===== src/rtl/core/qdpr_pkg.sv =====
`timescale 1ns / 1ps
// ----------------------------------------------------------------------------
// qdpr_pkg
// shared types and constants of the quantized dot-product requantizer
// ----------------------------------------------------------------------------
package qdpr_pkg;

    localparam int ACC_W   = 40;
    localparam int PROD_W  = 18;
    localparam int MAG_W   = 40;
    localparam int HALF_W  = 20;
    localparam int MULT_W  = 31;
    localparam int PP_W    = HALF_W + MULT_W;
    localparam int FULL_W  = 72;
    localparam int Q_W     = 11;
    localparam int ADDR_W  = 5;

    localparam logic [Q_W-1:0] Q_CLAMP     = 11'd1024;
    localparam logic [7:0]     RESULT_MAX  = 8'd255;

    localparam logic signed [ACC_W-1:0] ACC_MAX = {1'b0, {(ACC_W-1){1'b1}}};
    localparam logic signed [ACC_W-1:0] ACC_MIN = {1'b1, {(ACC_W-1){1'b0}}};

    // register indexes
    localparam logic [2:0] REG_ACT_ZP  = 3'd0;
    localparam logic [2:0] REG_WGT_ZP  = 3'd1;
    localparam logic [2:0] REG_OUT_ZP  = 3'd2;
    localparam logic [2:0] REG_MULT    = 3'd3;
    localparam logic [2:0] REG_SHIFT   = 3'd4;
    localparam logic [2:0] REG_BIAS_EN = 3'd5;

    typedef struct packed {
        logic [7:0]        act_zero_point;
        logic signed [7:0] weight_zero_point;
        logic [7:0]        result_zp;
        logic [MULT_W-1:0] scale_multiplier;
        logic [5:0]        scale_shift;
        logic              bias_enable;
    } cfg_t;

    typedef struct packed {
        logic acc_en;
        logic capture;
        logic bias_step;
        logic abs_step;
        logic mul_lo;
        logic mul_hi;
        logic sum_step;
        logic shift_step;
        logic load_out;
    } cmd_t;

endpackage


===== src/rtl/core/quantized_dot_product_requantizer.sv =====
`timescale 1ns / 1ps
// steps: an item without last is absorbed into the accumulator; after a run's last item is
//   accepted, its result passes bias, abs, two multiply halves (the 20x31 multiplier used
//   twice for the 40x31 product), sum, shift and saturate, which waits for a free output register
// throughput: one item per cycle within a run; no item is taken until a run's result is loaded
// reset: rst_n asynchronous, active low; clears the accumulator, the sequencer,
//   the output valid flag and loads the register reset values
// ----------------------------------------------------------------------------
// quantized_dot_product_requantizer
// uint8 x int8 dot product with fixed-point requantization to a uint8 byte
// ----------------------------------------------------------------------------
module quantized_dot_product_requantizer
(
    input  logic                         clk,
    input  logic                         rst_n,

    // input items
    input  logic                         s_axis_tvalid,
    output logic                         s_axis_tready,
    input  logic [47:0]                  s_axis_tdata,   // activation[7:0], weight[15:8], bias[47:16]
    input  logic                         s_axis_tlast,   // last element of the dot product

    // result items
    output logic                         m_axis_tvalid,
    input  logic                         m_axis_tready,
    output logic [7:0]                   m_axis_tdata,   // result_byte[7:0]

    // configuration
    input  logic                         psel,
    input  logic                         penable,
    input  logic                         pwrite,
    input  logic [qdpr_pkg::ADDR_W-1:0]  paddr,
    input  logic [31:0]                  pwdata,
    output logic [31:0]                  prdata,
    output logic                         pready
);

    qdpr_pkg::cfg_t cfg;
    qdpr_pkg::cmd_t cmd;

    // zero points, scale and bias enable; it is up to the user to write them only while no run is open
    qdpr_cfg_regs u_cfg
    (
        .clk     (clk),
        .rst_n   (rst_n),
        .psel    (psel),
        .penable (penable),
        .pwrite  (pwrite),
        .paddr   (paddr),
        .pwdata  (pwdata),
        .prdata  (prdata),
        .pready  (pready),
        .cfg     (cfg)
    );

    // sequencer: accepts items only in the accumulate state, the output
    // register keeps a finished item while the next run streams in
    qdpr_ctrl u_ctrl
    (
        .clk       (clk),
        .rst_n     (rst_n),
        .in_valid  (s_axis_tvalid),
        .in_last   (s_axis_tlast),
        .in_ready  (s_axis_tready),
        .out_valid (m_axis_tvalid),
        .out_ready (m_axis_tready),
        .cmd       (cmd)
    );

    // saturating 40-bit accumulate, bias, rounding scale and output clamp
    qdpr_datapath u_dp
    (
        .clk         (clk),
        .rst_n       (rst_n),
        .cfg         (cfg),
        .cmd         (cmd),
        .activation  (s_axis_tdata[7:0]),
        .weight      (s_axis_tdata[15:8]),
        .bias        (s_axis_tdata[47:16]),
        .result_byte (m_axis_tdata)
    );

endmodule


===== src/rtl/core/qdpr_cfg_regs.sv =====
`timescale 1ns / 1ps
// ----------------------------------------------------------------------------
// qdpr_cfg_regs
// apb register file holding zero points, scale and bias enable
// ----------------------------------------------------------------------------
module qdpr_cfg_regs
(
    input  logic                         clk,
    input  logic                         rst_n,
    input  logic                         psel,
    input  logic                         penable,
    input  logic                         pwrite,
    input  logic [qdpr_pkg::ADDR_W-1:0]  paddr,
    input  logic [31:0]                  pwdata,
    output logic [31:0]                  prdata,
    output logic                         pready,
    output qdpr_pkg::cfg_t               cfg
);

    qdpr_pkg::cfg_t cfg_reg;
    logic           wr_en;
    logic [2:0]     idx;

    assign pready = 1'b1;
    assign wr_en  = psel && penable && pwrite;
    assign idx    = paddr[4:2];
    assign cfg    = cfg_reg;

    always_ff @(posedge clk or negedge rst_n)
    begin
        if (!rst_n)
        begin
            cfg_reg.act_zero_point    <= 8'd0;
            cfg_reg.weight_zero_point <= 8'sd0;
            cfg_reg.result_zp         <= 8'd0;
            cfg_reg.scale_multiplier  <= 31'd1073741824;
            cfg_reg.scale_shift       <= 6'd30;
            cfg_reg.bias_enable       <= 1'b0;
        end
        else if (wr_en)
        begin
            case (idx)
                qdpr_pkg::REG_ACT_ZP:  cfg_reg.act_zero_point    <= pwdata[7:0];
                qdpr_pkg::REG_WGT_ZP:  cfg_reg.weight_zero_point <= pwdata[7:0];
                qdpr_pkg::REG_OUT_ZP:  cfg_reg.result_zp         <= pwdata[7:0];
                qdpr_pkg::REG_MULT:    cfg_reg.scale_multiplier  <= pwdata[30:0];
                qdpr_pkg::REG_SHIFT:   cfg_reg.scale_shift       <= pwdata[5:0];
                qdpr_pkg::REG_BIAS_EN: cfg_reg.bias_enable       <= pwdata[0];
                default: ;
            endcase
        end
    end

    always_comb
    begin
        case (idx)
            qdpr_pkg::REG_ACT_ZP:  prdata = {24'd0, cfg_reg.act_zero_point};
            qdpr_pkg::REG_WGT_ZP:  prdata = {{24{cfg_reg.weight_zero_point[7]}},
                                             cfg_reg.weight_zero_point};
            qdpr_pkg::REG_OUT_ZP:  prdata = {24'd0, cfg_reg.result_zp};
            qdpr_pkg::REG_MULT:    prdata = {1'b0, cfg_reg.scale_multiplier};
            qdpr_pkg::REG_SHIFT:   prdata = {26'd0, cfg_reg.scale_shift};
            qdpr_pkg::REG_BIAS_EN: prdata = {31'd0, cfg_reg.bias_enable};
            default:               prdata = 32'd0;
        endcase
    end

endmodule


===== src/rtl/core/qdpr_datapath.sv =====
`timescale 1ns / 1ps
// ----------------------------------------------------------------------------
// qdpr_datapath
// multiply-accumulate, bias, split scale multiply, rounding shift, saturation
// ----------------------------------------------------------------------------
module qdpr_datapath
(
    input  logic                clk,
    input  logic                rst_n,
    input  qdpr_pkg::cfg_t      cfg,
    input  qdpr_pkg::cmd_t      cmd,
    input  logic [7:0]          activation,
    input  logic signed [7:0]   weight,
    input  logic signed [31:0]  bias,
    output logic [7:0]          result_byte
);

    logic signed [qdpr_pkg::ACC_W-1:0]  acc_reg,  acc_next;
    logic signed [31:0]                 bias_reg;
    logic signed [qdpr_pkg::ACC_W-1:0]  sum_reg,  sum_next;
    logic [qdpr_pkg::MAG_W-1:0]         mag_reg,  mag_next;
    logic                               neg_reg;
    logic [qdpr_pkg::PP_W-1:0]          pp_lo_reg, pp_hi_reg, pp_next;
    logic [qdpr_pkg::FULL_W-1:0]        full_reg, full_next, half, shifted;
    logic [qdpr_pkg::Q_W-1:0]           q_reg,    q_next;
    logic [7:0]                         out_reg,  out_next;

    logic signed [8:0]                  a_diff, w_diff;
    logic signed [qdpr_pkg::PROD_W-1:0] prod;
    logic signed [qdpr_pkg::ACC_W:0]    mac_sum, bias_sum;
    logic signed [11:0]                 r;

    function automatic logic signed [qdpr_pkg::ACC_W-1:0] sat40
        (input logic signed [qdpr_pkg::ACC_W:0] v);
        logic signed [qdpr_pkg::ACC_W-1:0] res;
        begin
            if (v[qdpr_pkg::ACC_W] != v[qdpr_pkg::ACC_W-1])
                res = v[qdpr_pkg::ACC_W] ? qdpr_pkg::ACC_MIN : qdpr_pkg::ACC_MAX;
            else
                res = v[qdpr_pkg::ACC_W-1:0];
            return res;
        end
    endfunction

    // mac
    assign a_diff  = $signed({1'b0, activation}) - $signed({1'b0, cfg.act_zero_point});
    assign w_diff  = $signed({weight[7], weight})
                   - $signed({cfg.weight_zero_point[7], cfg.weight_zero_point});
    assign prod    = a_diff * w_diff;
    assign mac_sum = $signed({acc_reg[qdpr_pkg::ACC_W-1], acc_reg})
                   + $signed({{(qdpr_pkg::ACC_W+1-qdpr_pkg::PROD_W){prod[qdpr_pkg::PROD_W-1]}},
                              prod});

    // bias
    assign bias_sum = $signed({acc_reg[qdpr_pkg::ACC_W-1], acc_reg})
                    + (cfg.bias_enable ? $signed({{9{bias_reg[31]}}, bias_reg})
                                       : $signed(41'd0));
    assign sum_next = sat40(bias_sum);

    always_comb
    begin
        acc_next = acc_reg;
        if (cmd.acc_en)
            acc_next = sat40(mac_sum);
        else if (cmd.bias_step)
            acc_next = '0;
    end

    assign mag_next = sum_reg[qdpr_pkg::ACC_W-1] ? qdpr_pkg::MAG_W'(-sum_reg)
                                                 : qdpr_pkg::MAG_W'(sum_reg);

    // one 20x31 partial product per cycle
    assign pp_next = cmd.mul_lo
                   ? qdpr_pkg::PP_W'(mag_reg[qdpr_pkg::HALF_W-1:0]) *
                     qdpr_pkg::PP_W'(cfg.scale_multiplier)
                   : qdpr_pkg::PP_W'(mag_reg[qdpr_pkg::MAG_W-1:qdpr_pkg::HALF_W]) *
                     qdpr_pkg::PP_W'(cfg.scale_multiplier);

    // rounding constant, none for shift zero
    assign half = (cfg.scale_shift == 6'd0) ? '0
                : (qdpr_pkg::FULL_W'(1) << (cfg.scale_shift - 6'd1));

    assign full_next = qdpr_pkg::FULL_W'(pp_lo_reg)
                     + {1'b0, pp_hi_reg, {qdpr_pkg::HALF_W{1'b0}}}
                     + half;

    assign shifted = full_reg >> cfg.scale_shift;
    assign q_next  = ((|shifted[qdpr_pkg::FULL_W-1:qdpr_pkg::Q_W]) ||
                      (shifted[qdpr_pkg::Q_W-1:0] > qdpr_pkg::Q_CLAMP))
                   ? qdpr_pkg::Q_CLAMP : shifted[qdpr_pkg::Q_W-1:0];

    assign r = neg_reg ? ($signed({4'd0, cfg.result_zp}) - $signed({1'b0, q_reg}))
                       : ($signed({4'd0, cfg.result_zp}) + $signed({1'b0, q_reg}));

    always_comb
    begin
        if (r[11])
            out_next = 8'd0;
        else if (r > $signed({4'd0, qdpr_pkg::RESULT_MAX}))
            out_next = qdpr_pkg::RESULT_MAX;
        else
            out_next = r[7:0];
    end

    // accumulator is control state, the rest is payload
    always_ff @(posedge clk or negedge rst_n)
    begin
        if (!rst_n)
            acc_reg <= '0;
        else
            acc_reg <= acc_next;
    end

    always_ff @(posedge clk)
    begin
        if (cmd.capture)
            bias_reg <= bias;
        if (cmd.bias_step)
            sum_reg <= sum_next;
        if (cmd.abs_step)
        begin
            mag_reg <= mag_next;
            neg_reg <= sum_reg[qdpr_pkg::ACC_W-1];
        end
        if (cmd.mul_lo)
            pp_lo_reg <= pp_next;
        if (cmd.mul_hi)
            pp_hi_reg <= pp_next;
        if (cmd.sum_step)
            full_reg <= full_next;
        if (cmd.shift_step)
            q_reg <= q_next;
        if (cmd.load_out)
            out_reg <= out_next;
    end

    assign result_byte = out_reg;

    // accumulator starts the next run from zero
    a_acc_clear: assert property (@(posedge clk) disable iff (!rst_n)
        cmd.bias_step |=> (acc_reg == '0))
        else $error("accumulator not cleared after run end");

endmodule


===== src/rtl/core/qdpr_ctrl.sv =====
`timescale 1ns / 1ps
// ----------------------------------------------------------------------------
// qdpr_ctrl
// sequencer for accumulate, requantize steps and the output register
// ----------------------------------------------------------------------------
module qdpr_ctrl
(
    input  logic            clk,
    input  logic            rst_n,
    input  logic            in_valid,
    input  logic            in_last,
    output logic            in_ready,
    output logic            out_valid,
    input  logic            out_ready,
    output qdpr_pkg::cmd_t  cmd
);

    typedef enum logic [2:0] {
        S_IDLE,
        S_BIAS,
        S_ABS,
        S_MLO,
        S_MHI,
        S_SUM,
        S_SHIFT,
        S_OUT
    } state_t;

    state_t state_reg, state_next;
    logic   out_valid_reg, out_valid_next;
    logic   accept;

    assign in_ready  = (state_reg == S_IDLE);
    assign accept    = in_valid && in_ready;
    assign out_valid = out_valid_reg;

    always_comb
    begin
        cmd            = '0;
        state_next     = state_reg;
        out_valid_next = out_valid_reg && !out_ready;
        case (state_reg)
            S_IDLE:
            begin
                cmd.acc_en  = accept;
                cmd.capture = accept && in_last;
                if (accept && in_last)
                    state_next = S_BIAS;
            end
            S_BIAS:
            begin
                cmd.bias_step = 1'b1;
                state_next    = S_ABS;
            end
            S_ABS:
            begin
                cmd.abs_step = 1'b1;
                state_next   = S_MLO;
            end
            S_MLO:
            begin
                cmd.mul_lo = 1'b1;
                state_next = S_MHI;
            end
            S_MHI:
            begin
                cmd.mul_hi = 1'b1;
                state_next = S_SUM;
            end
            S_SUM:
            begin
                cmd.sum_step = 1'b1;
                state_next   = S_SHIFT;
            end
            S_SHIFT:
            begin
                cmd.shift_step = 1'b1;
                state_next     = S_OUT;
            end
            S_OUT:
            begin
                if (!out_valid_reg || out_ready)
                begin
                    cmd.load_out   = 1'b1;
                    out_valid_next = 1'b1;
                    state_next     = S_IDLE;
                end
            end
            default:
            begin
                state_next = S_IDLE;
            end
        endcase
    end

    always_ff @(posedge clk or negedge rst_n)
    begin
        if (!rst_n)
        begin
            state_reg     <= S_IDLE;
            out_valid_reg <= 1'b0;
        end
        else
        begin
            state_reg     <= state_next;
            out_valid_reg <= out_valid_next;
        end
    end

    a_last_starts_requant: assert property (@(posedge clk) disable iff (!rst_n)
        (accept && in_last) |=> (state_reg == S_BIAS))
        else $error("run end did not start requantization");

    a_mid_run_stays: assert property (@(posedge clk) disable iff (!rst_n)
        (accept && !in_last) |=> (state_reg == S_IDLE))
        else $error("mid-run item left the accumulate state");

    a_result_lands: assert property (@(posedge clk) disable iff (!rst_n)
        (state_reg == S_OUT && !out_valid_reg) |=> (out_valid_reg && state_reg == S_IDLE))
        else $error("finished result not loaded into free output register");

endmodule


===== config.mk =====
export PLATFORM = sky130hd
export DESIGN_NAME = quantized_dot_product_requantizer
export DESIGN_NICKNAME = d
export VERILOG_FILES = /design/src/rtl/core/qdpr_pkg.sv /design/src/rtl/core/quantized_dot_product_requantizer.sv /design/src/rtl/core/qdpr_cfg_regs.sv /design/src/rtl/core/qdpr_datapath.sv /design/src/rtl/core/qdpr_ctrl.sv
export SDC_FILE = /design/constraint.sdc
export NUM_CORES = 2
export LEC_CHECK = 0
export BUFFER_PORTS_ARGS = -buffer_cell sky130_fd_sc_hd__buf_2
export CORE_MARGIN = 2
export CORE_UTILIZATION = 52
export DETAILED_ROUTE_END_ITERATION = 10
export PLACE_DENSITY_LB_ADDON = 0.3
export SLEW_MARGIN = 5
export SYNTH_ARGS = -nofsm -noshare
export SYNTH_HDL_FRONTEND = slang
export SYNTH_SLANG_ARGS = --single-unit

===== constraint.sdc =====
create_clock -name clk -period 14.74 [get_ports clk]
set_clock_uncertainty 0.2 [all_clocks]
set_input_delay 2.211 -clock clk [delete_from_list [all_inputs] [get_ports clk]]
set_output_delay 2.211 -clock clk [all_outputs]
set_load 0.02 [all_outputs]

==> out/qor.yml <==
yosys:
  ys_ff_latch: 412
  synth.distinct_cells: 105
  yosysWarnings: 0
  synth_edf_count: 306
  synthArstFlopShare_pct: 25.7
  syn_inst: 8076
  synthesis.area_um2: 75400
  syn_nets: 9954
  avgSynthCellArea_um2: 9.33
  seq_area_frac_synth_pct: 15.7
  ys.flop_type: "edfxtp_1"
global_routing:
  grt_usage_pct: 28.4
  grt_overflow: 0
  grt_pass1_vias: 59000
  grt_max_degree: 73
  grt_first_pass_wirelength_mm: 330
  antenna_found_initial: 2
status:
  outcome: "finished clean"
timing:
  period_minus_slack_ns: 12.04
  setup-violations-final: 0
  finalCritPeriodShare_pct: 81.7
  worstMarginPinSlew_ns: 1.32
  fin_hold_ws_ns: 0.313
  max-slew-margin-rel_pct: 10.7
  maxSlewViolCount: 0
  finalSetupTns_ns: 0
  timing.fmax_mhz: 83.0
  rsz0062_at_grt: "no"
  hold_violations: 0
cells_and_area:
  largest_reg_flops: 72
  multi_input_area_um2: 56700
  final_net_count: 9800
  area_growth_pct: 5.28
  regArea_um2: 11900
  n_fill_cell: 12900
  n_antenna_cell: 0
  final_cells: 9869
  drive_gt1_share_pct: 7.09
hold_path:
  holdPathEnd: "u_cfg.cfg[36]"
  hold-path-cell-count: 1
  worstHoldStart: "u_cfg.cfg[36]"
  hold_path_class: "reg2reg"
setup_path:
  end_kind: "register"
  reg2reg_from: "u_cfg.cfg[54]"
  path_class: "in2reg"
  critical-path-top-delay-family: "adder cells"
  cp_slowest_cell: "fa_1"
  r2r_setup_slack_ns: 3.95
  crit_path_start_kind: "input pin"
  crit_fanout: 33
  reg2regPathDepth: 30
  required_ns: 15.10
  cp.arrival_ns: 12.40
  critPathBufInv: 7
  r2r-end: "u_dp.acc_reg[29]"
  cpMostUsedCell: "fa_1"
  cp_slowest_stage_delay_ns: 0.71
clock_tree:
  cts_buffer_depth: 3
  clk_latency_ns: 0.69
  hold_buffers: 0
  cts_sinks: 412
  cts_resized: 0
  htreeDepth: 2
  path_clk_slew_ns: 0.06
  cts_buffers: 52
  cts_root_buf: "clkbuf_16"
  post_cts_buffers: 0
  cts_tree: "yes"
floorplan:
  core_um2: 144000
  start_util_pct: 52.5
  top_level_ports: 136
  die_h_um: 385
  die_w_um: 385
  fp.dieArea_um2: 148000
  rows: 139
routing:
  drtIter0Drc: 4501
  ant_nets: 0
  wl_per_cell_um: 20.8
  num_vias: 57600
  drc: 0
  first_pass_iters: 6
  post_drt_via_cell_ratio: 5.84
  wirelength_mm: 206
placed_design:
  gp_congestion: 0.969
  placed_cells: 9771
  hpwl_mm: 158
  portBuffers: 131
job:
  cap_violations: 0
## metrics by stage
step | worst slack [ns] | area (um^2) | util (%)
after floorplan | 3.99 | 75400 | -
after global placement | 2.45 | 77500 | 53.9
after detailed placement | 2.27 | 77500 | 53.9
after CTS | 2.87 | 79300 | 55.2
after global routing | 2.17 | 79300 | 55.2
final | 2.70 | 79300 | 55.2
## how the worst max path moves through the flow
stage / endpoint / slack [ns] / cells past startpoint / start
after floorplan: u_dp.acc_reg[33] / 3.99 / 32 / s_axis_tdata[0]
final: u_dp.acc_reg[29] / 2.70 / 32 / s_axis_tdata[0]
after detailed placement: u_dp.acc_reg[29] / 2.27 / 32 / s_axis_tdata[0]
after global routing: u_dp.acc_reg[8] / 2.17 / 32 / s_axis_tdata[0]
after CTS: u_dp.acc_reg[29] / 2.87 / 32 / s_axis_tdata[0]
after global placement: u_dp.acc_reg[31] / 2.45 / 32 / s_axis_tdata[0]
## layout by cell type (no fill, tap or decap), types with 51 or more instances in the layout
cell type and count:
dfrtp_1 83, xnor2_1 192, xor2_1 97, o21ai_0 240, a21oi_1 321, a21o_1 175
clkbuf_16 53, edfxtp_1 306, nor2_1 270, mux4_2 92, a31oi_1 53, inv_1 1348
nand4_1 56, buf_4 105, nand3_1 93, fa_1 1205, and2_1 455, mux2i_1 62
nand2_1 1172, ha_1 580, nor3_1 90, nand2b_1 53, mux2_2 62, o21bai_1 51
buf_2 130
## area by class of cell
| cell class | count | share of cell area [%] |
|---|---|---|
| well taps | 1903 | 3.00 |
| flip-flops and latches | 412 | 15.0 |
| multi-input cells | 5868 | 71.4 |
| repair buffers | 235 | 1.81 |
| clock inverters | 42 | 0.699 |
| inverters | 1353 | 6.40 |
| clock buffers | 56 | 1.69 |
## routing by layer
layer  part of all wire [%]  vias up  GRT usage, %
li1                       -    25800             -
met1                     41    29300          38.6
met2                     47     2100          46.2
met3                    6.8      382          3.52
met4                    5.0        0          12.1
met5                      0        -             0
## worst reg2reg max path, delay by kind of cell (launching register included)
family,cells,cell delay (ns)
flops,1,0.40
xor+xnor,1,0.27
simple gates,5,1.37
fa+ha+maj,8,4.08
compound gates,11,3.32
buf+inv,5,1.00
## cells by family (layout without fill, tap and decap cells)
family | Yosys count | after routing | share of synthesized area [%]
and+or+nand+nor | 2378 | 2378 | 14.8
muxes | 233 | 233 | 5.04
buffers and inverters | 1796 | 1686 | 9.14
adders and majority gates | 1792 | 1792 | 41.7
other | 1 | 1 | 0.00498
DFF | 412 | 412 | 15.7
AOI/OAI and AO/OA | 1175 | 1175 | 10.2
xor gates and xnor gates | 289 | 289 | 3.36
## synthesized netlist by cell type (30+ instances only)
| cell type | instances | area share (%) |
|---|---|---|
| a211oi_1 | 30 | 0.30 |
| a21o_1 | 175 | 1.7 |
| a21oi_1 | 323 | 2.1 |
| a221o_1 | 41 | 0.54 |
| a31oi_1 | 53 | 0.44 |
| and2_1 | 456 | 3.8 |
| and3_1 | 36 | 0.30 |
| clkbuf_1 | 383 | 1.9 |
| dfrtp_1 | 101 | 3.4 |
| edfxtp_1 | 306 | 12 |
| fa_1 | 1205 | 32 |
| ha_1 | 580 | 9.6 |
| inv_1 | 1349 | 6.7 |
| mux2_2 | 62 | 0.93 |
| mux2i_1 | 62 | 0.82 |
| mux4_2 | 92 | 2.7 |
| nand2_1 | 1172 | 5.8 |
| nand2b_1 | 53 | 0.44 |
| nand3_1 | 93 | 0.62 |
| nand4_1 | 56 | 0.46 |
| nor2_1 | 271 | 1.3 |
| nor2b_1 | 44 | 0.37 |
| nor3_1 | 91 | 0.60 |
| o21a_1 | 41 | 0.41 |
| o21ai_0 | 240 | 1.6 |
| o21bai_1 | 51 | 0.51 |
| o31ai_1 | 32 | 0.32 |
| xnor2_1 | 192 | 2.2 |
| xor2_1 | 97 | 1.1 |
Power is not shown: default switching activity piles up to over one toggle a cycle in this logic, so the estimate is an artifact.
